### src/hw/rtl/dss_pkg.sv
// Shared types and constants for the data stack block.
// Used by dss_ctrl, dss_dpath and data_stack_with_stack_ops; no dependencies.
package dss_pkg;

  localparam int FUNC_W   = 3;
  localparam int IN_VAL_W = 32;
  localparam int OFF_W    = 8;
  localparam int OUT_VAL_W = 32;
  localparam int STAT_W   = 2;
  localparam int OUT_CNT_W = 9;

  localparam int SWAP_MIN = 2;
  localparam int ROT_MIN  = 3;

  localparam logic [FUNC_W-1:0] OP_PUSH = 3'd0;
  localparam logic [FUNC_W-1:0] OP_POP  = 3'd1;
  localparam logic [FUNC_W-1:0] OP_DUP  = 3'd2;
  localparam logic [FUNC_W-1:0] OP_SWAP = 3'd3;
  localparam logic [FUNC_W-1:0] OP_ROT  = 3'd4;
  localparam logic [FUNC_W-1:0] OP_PEEK = 3'd5;

  localparam logic [STAT_W-1:0] ST_OK    = 2'd0;
  localparam logic [STAT_W-1:0] ST_UNDER = 2'd1;
  localparam logic [STAT_W-1:0] ST_OVER  = 2'd2;

  localparam logic [2:0] ADR_CNT  = 3'd0;
  localparam logic [2:0] ADR_TOP1 = 3'd1;
  localparam logic [2:0] ADR_TOP2 = 3'd2;
  localparam logic [2:0] ADR_TOP3 = 3'd3;
  localparam logic [2:0] ADR_PEEK = 3'd4;

  localparam logic [1:0] SRC_VAL   = 2'd0;
  localparam logic [1:0] SRC_RDATA = 2'd1;
  localparam logic [1:0] SRC_A     = 2'd2;
  localparam logic [1:0] SRC_B     = 2'd3;

  typedef struct packed {
    logic       latch;
    logic [2:0] addr_sel;
    logic       wr_en;
    logic [1:0] wr_src;
    logic       cap_a;
    logic       cap_b;
    logic       fin;
  } dss_cmd_t;

  typedef struct packed {
    logic [FUNC_W-1:0] op;
    logic              err;
  } dss_stat_t;

endpackage

### src/hw/rtl/dss_ctrl.sv
// Sequencer for the data stack: steps each operation through its store accesses.
// Depends on dss_pkg.
module dss_ctrl (
  input  logic                 clk,
  input  logic                 rst_n,
  input  logic                 start,
  output logic                 busy,
  input  dss_pkg::dss_stat_t   stat,
  output dss_pkg::dss_cmd_t    cmd
);

  localparam logic [2:0] S_IDLE = 3'd0;
  localparam logic [2:0] S_DISP = 3'd1;
  localparam logic [2:0] S_R1   = 3'd2;
  localparam logic [2:0] S_R2   = 3'd3;
  localparam logic [2:0] S_R3   = 3'd4;
  localparam logic [2:0] S_W1   = 3'd5;
  localparam logic [2:0] S_W2   = 3'd6;

  logic [2:0] state_r;
  logic [2:0] state_nxt;

  always_ff @(posedge clk) begin
    if (!rst_n) begin
      state_r <= S_IDLE;
    end else begin
      state_r <= state_nxt;
    end
  end

  assign busy = (state_r != S_IDLE);

  always_comb begin
    state_nxt = state_r;
    cmd       = '0;
    cmd.addr_sel = dss_pkg::ADR_CNT;
    cmd.wr_src   = dss_pkg::SRC_VAL;
    unique case (state_r)
      S_IDLE: begin
        if (start) begin
          cmd.latch = 1'b1;
          state_nxt = S_DISP;
        end
      end
      S_DISP: begin
        if (stat.err) begin
          cmd.fin   = 1'b1;
          state_nxt = S_IDLE;
        end else begin
          case (stat.op) inside
            dss_pkg::OP_PUSH: begin
              cmd.wr_en = 1'b1;
              cmd.fin   = 1'b1;
              state_nxt = S_IDLE;
            end
            dss_pkg::OP_PEEK: begin
              cmd.addr_sel = dss_pkg::ADR_PEEK;
              state_nxt    = S_R1;
            end
            dss_pkg::OP_POP, dss_pkg::OP_DUP, dss_pkg::OP_SWAP, dss_pkg::OP_ROT: begin
              cmd.addr_sel = dss_pkg::ADR_TOP1;
              state_nxt    = S_R1;
            end
            default: begin
              cmd.fin   = 1'b1;
              state_nxt = S_IDLE;
            end
          endcase
        end
      end
      S_R1: begin
        cmd.cap_a = 1'b1;
        case (stat.op) inside
          dss_pkg::OP_DUP: begin
            cmd.wr_en  = 1'b1;
            cmd.wr_src = dss_pkg::SRC_RDATA;
            cmd.fin    = 1'b1;
            state_nxt  = S_IDLE;
          end
          dss_pkg::OP_SWAP, dss_pkg::OP_ROT: begin
            cmd.addr_sel = dss_pkg::ADR_TOP2;
            state_nxt    = S_R2;
          end
          default: begin
            cmd.fin   = 1'b1;
            state_nxt = S_IDLE;
          end
        endcase
      end
      S_R2: begin
        cmd.cap_b = 1'b1;
        if (stat.op == dss_pkg::OP_ROT) begin
          cmd.addr_sel = dss_pkg::ADR_TOP3;
          state_nxt    = S_R3;
        end else begin
          cmd.wr_en    = 1'b1;
          cmd.addr_sel = dss_pkg::ADR_TOP1;
          cmd.wr_src   = dss_pkg::SRC_RDATA;
          state_nxt    = S_W1;
        end
      end
      S_R3: begin
        cmd.wr_en    = 1'b1;
        cmd.addr_sel = dss_pkg::ADR_TOP1;
        cmd.wr_src   = dss_pkg::SRC_RDATA;
        state_nxt    = S_W1;
      end
      S_W1: begin
        cmd.wr_en    = 1'b1;
        cmd.addr_sel = dss_pkg::ADR_TOP2;
        cmd.wr_src   = dss_pkg::SRC_A;
        if (stat.op == dss_pkg::OP_ROT) begin
          state_nxt = S_W2;
        end else begin
          cmd.fin   = 1'b1;
          state_nxt = S_IDLE;
        end
      end
      S_W2: begin
        cmd.wr_en    = 1'b1;
        cmd.addr_sel = dss_pkg::ADR_TOP3;
        cmd.wr_src   = dss_pkg::SRC_B;
        cmd.fin      = 1'b1;
        state_nxt    = S_IDLE;
      end
      default: begin
        state_nxt = S_IDLE;
      end
    endcase
  end

endmodule

### config.mk
export PLATFORM = sky130hd
export DESIGN_NAME = dss_ctrl
export DESIGN_NICKNAME = d
export VERILOG_FILES = /design/src/hw/rtl/dss_pkg.sv /design/src/hw/rtl/dss_ctrl.sv
export SDC_FILE = /design/constraint.sdc
export NUM_CORES = 1
export LEC_CHECK = 0
export BUFFER_PORTS_ARGS = -buffer_cell sky130_fd_sc_hd__buf_4
export CORE_AREA = 3 3 40 42
export CTS_BUF_LIST = sky130_fd_sc_hd__clkbuf_4
export DETAILED_ROUTE_END_ITERATION = 12
export DIE_AREA = 0 0 43 45
export GPL_ROUTABILITY_DRIVEN = 0
export PLACE_DENSITY = 0.58
export SETUP_SLACK_MARGIN = 0.05
export SLEW_MARGIN = 20
export SYNTH_ARGS = -nofsm -noshare
export SYNTH_HDL_FRONTEND = slang
export SYNTH_SLANG_ARGS = --single-unit
### constraint.sdc
create_clock -name clk -period 4.11 [get_ports clk]
set_clock_uncertainty 0.1 [all_clocks]
set_input_delay 0.6165 -clock clk [delete_from_list [all_inputs] [get_ports clk]]
set_output_delay 0.6165 -clock clk [all_outputs]
set_load 0.03 [all_outputs]
==> metrics.md <==
| Metric | Value |
|---|---|
| Endpoint class of the critical path | `primary output` |
| Synth Area in XOR/XNOR | `0%` |
| Number of nets in the final layout | `86` |
| Synth cell count leaders | `sky130_fd_sc_hd__nand2_1, sky130_fd_sc_hd__a21oi_1, sky130_fd_sc_hd__dfxtp_1, sky130_fd_sc_hd__nor2b_1, sky130_fd_sc_hd__o21ai_0` |
| Area share of and/or/nand/nor cells after synthesis | `a little over a third` |
| Count of inserted antenna diode cells | `0` |
| Met2 routing resource usage after global routing | `16.2%` |
| Critical Path Start | `stat[2]` |
| Via density per instance | `5.31` |
| Slew of the pin with the lowest slew margin | `~450 ps` |
| Final design area excluding fillers | `around 560 µm²` |
| Count of synthesis-stage warnings from yosys | `0` |
| Mapped Area | `about 430 µm²` |
| Total CTS buffers | `3` |
| FMAX | `402 MHz` |
| Total overflow reported by the global router | `0` |
| Number of I/O port buffers | `17` |
| CTS Hold Buffers Added | `0` |
| Type of element launching the critical path | `primary input` |
| Post-synthesis average cell area | `6.81 µm²` |
| Part of the power in combinational logic | `32.9%` |
| Deepest clock path buffer count | `2` |
| Leading registers by flop count | `state_r: 3 flops` |
| Number of instances in the placed design | `a little under 90` |
| Wire length of the first global-routing pass | `~1600 µm` |
| Library cell with the highest instance count after synthesis | `sky130_fd_sc_hd__nand2_1` |
| Fraction of power consumed by sequential logic | `25.2%` |
| Max capacitance violation total | `0` |
| Complex-gate fraction of the synthesized area | `a little over a third` |
| Largest family of logic cells by synthesized area | `compound AO/OA/AOI/OAI gates` |
| Number of setup buffers added after CTS | `0` |
| Final instance count without filler cells | `93` |
| Max FFs per register | `3` |
| Leading cell types by total area after synthesis | `sky130_fd_sc_hd__dfxtp_1, sky130_fd_sc_hd__a21oi_1, sky130_fd_sc_hd__nand2_1` |
| Arrival time worst endpoint | `between 1500 and 2000 ps` |
| Pin count of the biggest net entering global routing | `16` |
| Critical path data required time | `3390 ps` |
| Most flops, register | `state_r` |
| Number of DRC violations after detailed-routing iteration 0 | `8` |
| DP HPWL | `around 770 µm` |
| Internal power of the cells | `0.0930 mW` |
| Worst max-slew margin expressed relative to the limit | `between 60% and 70%` |
| EDFF count, synth | `0` |
| Number of rows in the core area | `13` |
| Worst setup slack for register-to-register paths | `around 2700 ps` |
| Placed Area | `~530 µm²` |
| Final setup violation count | `0` |
| Area enclosed by the die boundary | `about 1900 µm²` |
| Clock root buffer | `sky130_fd_sc_hd__clkbuf_4` |
| Met1 demand-to-capacity share in global routing | `14.5%` |
| Core Footprint | `1280 µm²` |
| Clock-pin slew on the worst setup and hold paths | `40 ps` |
| Synthesis-to-finish area growth | `30.3%` |
| Vertical extent of the die | `45 µm` |
| Detailed-route via count | `494` |
| Switching power as a share of total power | `between 30% and 40%` |
| Type of the worst setup path | `in -> out` |
| Routed len/inst | `~11 µm` |
| Die boundary width | `43 µm` |
| Cells resized by post-CTS repair | `0` |
| Setup repair after global routing missed its margin | `no` |
| Status | `finished clean` |
| Fraction of final layout cells sized beyond drive strength 1 | `33.3%` |
| H-tree lvl count | `1` |
| Clock period minus final worst setup slack | `between 2000 and 2500 ps` |
| Top_reg_cell synth | `sky130_fd_sc_hd__dfxtp_1` |
| Final hold viol count | `0` |
| Worst reg2reg startpoint | `state_r[0]$_SDFFE_PN0P_` |
| IO Count | `18` |
| Power density cells | `251 nW/µm²` |
| Max IR drop VDD | `roughly 0.16 mV` |
| Initial Utilization | `between 30 and 40%` |
| CP Max Fanout | `10` |
| Post-Synthesis Net Count | `70` |
| Worst Min Path Start | `rst_n` |
| Number of synthesized register bits | `3` |
| Number of optimization iterations in the first detailed-route pass | `5` |
| Antenna violations before repair | `0` |
| Sequential fraction of the synthesis area | `between 10 and 15%` |
| Global Route met3 Usage | `~5.6%` |
| GRT busiest layer | `met2` |
| Number of distinct library cells after synthesis | `35` |
| Final critical-path share of the clock period | `approximately three fifths` |
| Part of the total power dissipated in the clock network | `approximately two fifths` |
| P_sw | `~0.047 mW` |
| Mux contribution to synthesized area | `roughly 2.3%` |
| Number of nets still failing antenna checks after routing | `0` |
| Via count of the first global-routing pass | `around 380` |
| CTS tree | `yes` |
| Leakage power | `between 0.2 and 0.3 nW` |
| Skew-Pair Late Insertion Delay | `roughly 230 ps` |
| Routed wire length | `1040 µm` |
| Adder-cell share of the synthesized area | `0%` |
| Sinks on the clock net | `3` |
| Residual DRC | `0` |
| Post-Syn Instances | `63` |
| Library cell with the largest summed area after synthesis | `sky130_fd_sc_hd__dfxtp_1` |
| Total routing usage reported by global routing | `10.9%` |
| Worst min-delay path class | `in -> reg` |
| Area share of the largest cell type after synthesis | `between 10% and 20%` |
| Fraction of synthesis flops using an asynchronous set or reset pin | `0%` |
| Max-slew violation count | `0` |
| Setup tns final | `0 ps` |
[power by group through the flow]
| stage | registers, mW | logic (mW) | clock network (mW) |
|---|---|---|---|
| 3_5_place_dp | 0.0357 | 0.0462 | 0 |
| 5_1_grt | 0.0360 | 0.0503 | 0.0637 |
| 3_3_place_gp | 0.0359 | 0.0462 | 0 |
| 2_1_floorplan | 0.0322 | 0.0360 | 0 |
| 6_report | 0.0353 | 0.0460 | 0.0588 |
| 4_1_cts | 0.0352 | 0.0464 | 0.0608 |
[layout make-up]
class | instances | area (µm²)
Sequential cell | 3 | 60.1
Tap cell | 15 | 18.8
Multi-Input combinational cell | 52 | 315
Inverter | 2 | 7.51
Fill cell | 144 | 726
Clock buffer | 4 | 30.0
Timing Repair Buffer | 17 | 128
[critical path: stages]
cell and delay, ps:
sky130_fd_sc_hd__buf_4 140, sky130_fd_sc_hd__or3b_1 500, sky130_fd_sc_hd__o21ai_2 110, sky130_fd_sc_hd__nor2b_1 140, sky130_fd_sc_hd__o22ai_1 90, sky130_fd_sc_hd__buf_4 170
[layout by cell type, fill, tap and decap left out, types with 2 or more instances in the layout]
cell	Yosys	final
sky130_fd_sc_hd__nor2b_1	3	3
sky130_fd_sc_hd__clkbuf_4	0	4
sky130_fd_sc_hd__nor2_1	2	2
sky130_fd_sc_hd__nand2b_1	2	2
sky130_fd_sc_hd__nand2_1	8	8
sky130_fd_sc_hd__o22ai_1	2	2
sky130_fd_sc_hd__and3_1	2	2
sky130_fd_sc_hd__dfxtp_1	3	3
sky130_fd_sc_hd__inv_1	2	2
sky130_fd_sc_hd__a21o_1	2	2
sky130_fd_sc_hd__or3_1	2	2
sky130_fd_sc_hd__o21ai_0	3	3
sky130_fd_sc_hd__a21oi_1	7	7
sky130_fd_sc_hd__buf_4	2	17
[cell families (layout without fill, tap and decap cells)]
group | count (synthesis) | after routing
DFF | 3 | 3
AOI/OAI and AO/OA | 24 | 24
muxes | 1 | 1
and+or+nand+nor | 27 | 27
buffers and inverters | 8 | 23
[worst paths after layout]
kind,cells past startpoint,to
worst max-delay path,6,cmd[0]
worst min-delay path,2,state_r[2]$_SDFFE_PN0P_
worst max register to register,4,state_r[1]$_SDFFE_PN0P_
worst min register to register,2,state_r[1]$_SDFFE_PN0P_
[metrics by stage]
stage	setup WS, ps	power [mW]	hold slack (ps)	utilization [%]
after floorplan	1590	0.0683	483	-
after global placement	1650	0.0821	629	41.2
after detailed placement	1620	0.0819	621	41.2
after CTS	1620	0.142	492	43.5
after global routing	1520	0.150	492	43.5
final	1620	0.140	497	43.5
[layer usage]
| layer | share of wire (%) | up-vias |
|---|---|---|
| met5 | 0 | - |
| met4 | 0 | 0 |
| met3 | 5.7 | 0 |
| met2 | 48 | 13 |
| met1 | 46 | 222 |
| li1 | - | 259 |
(Power assumes the default switching activity.)
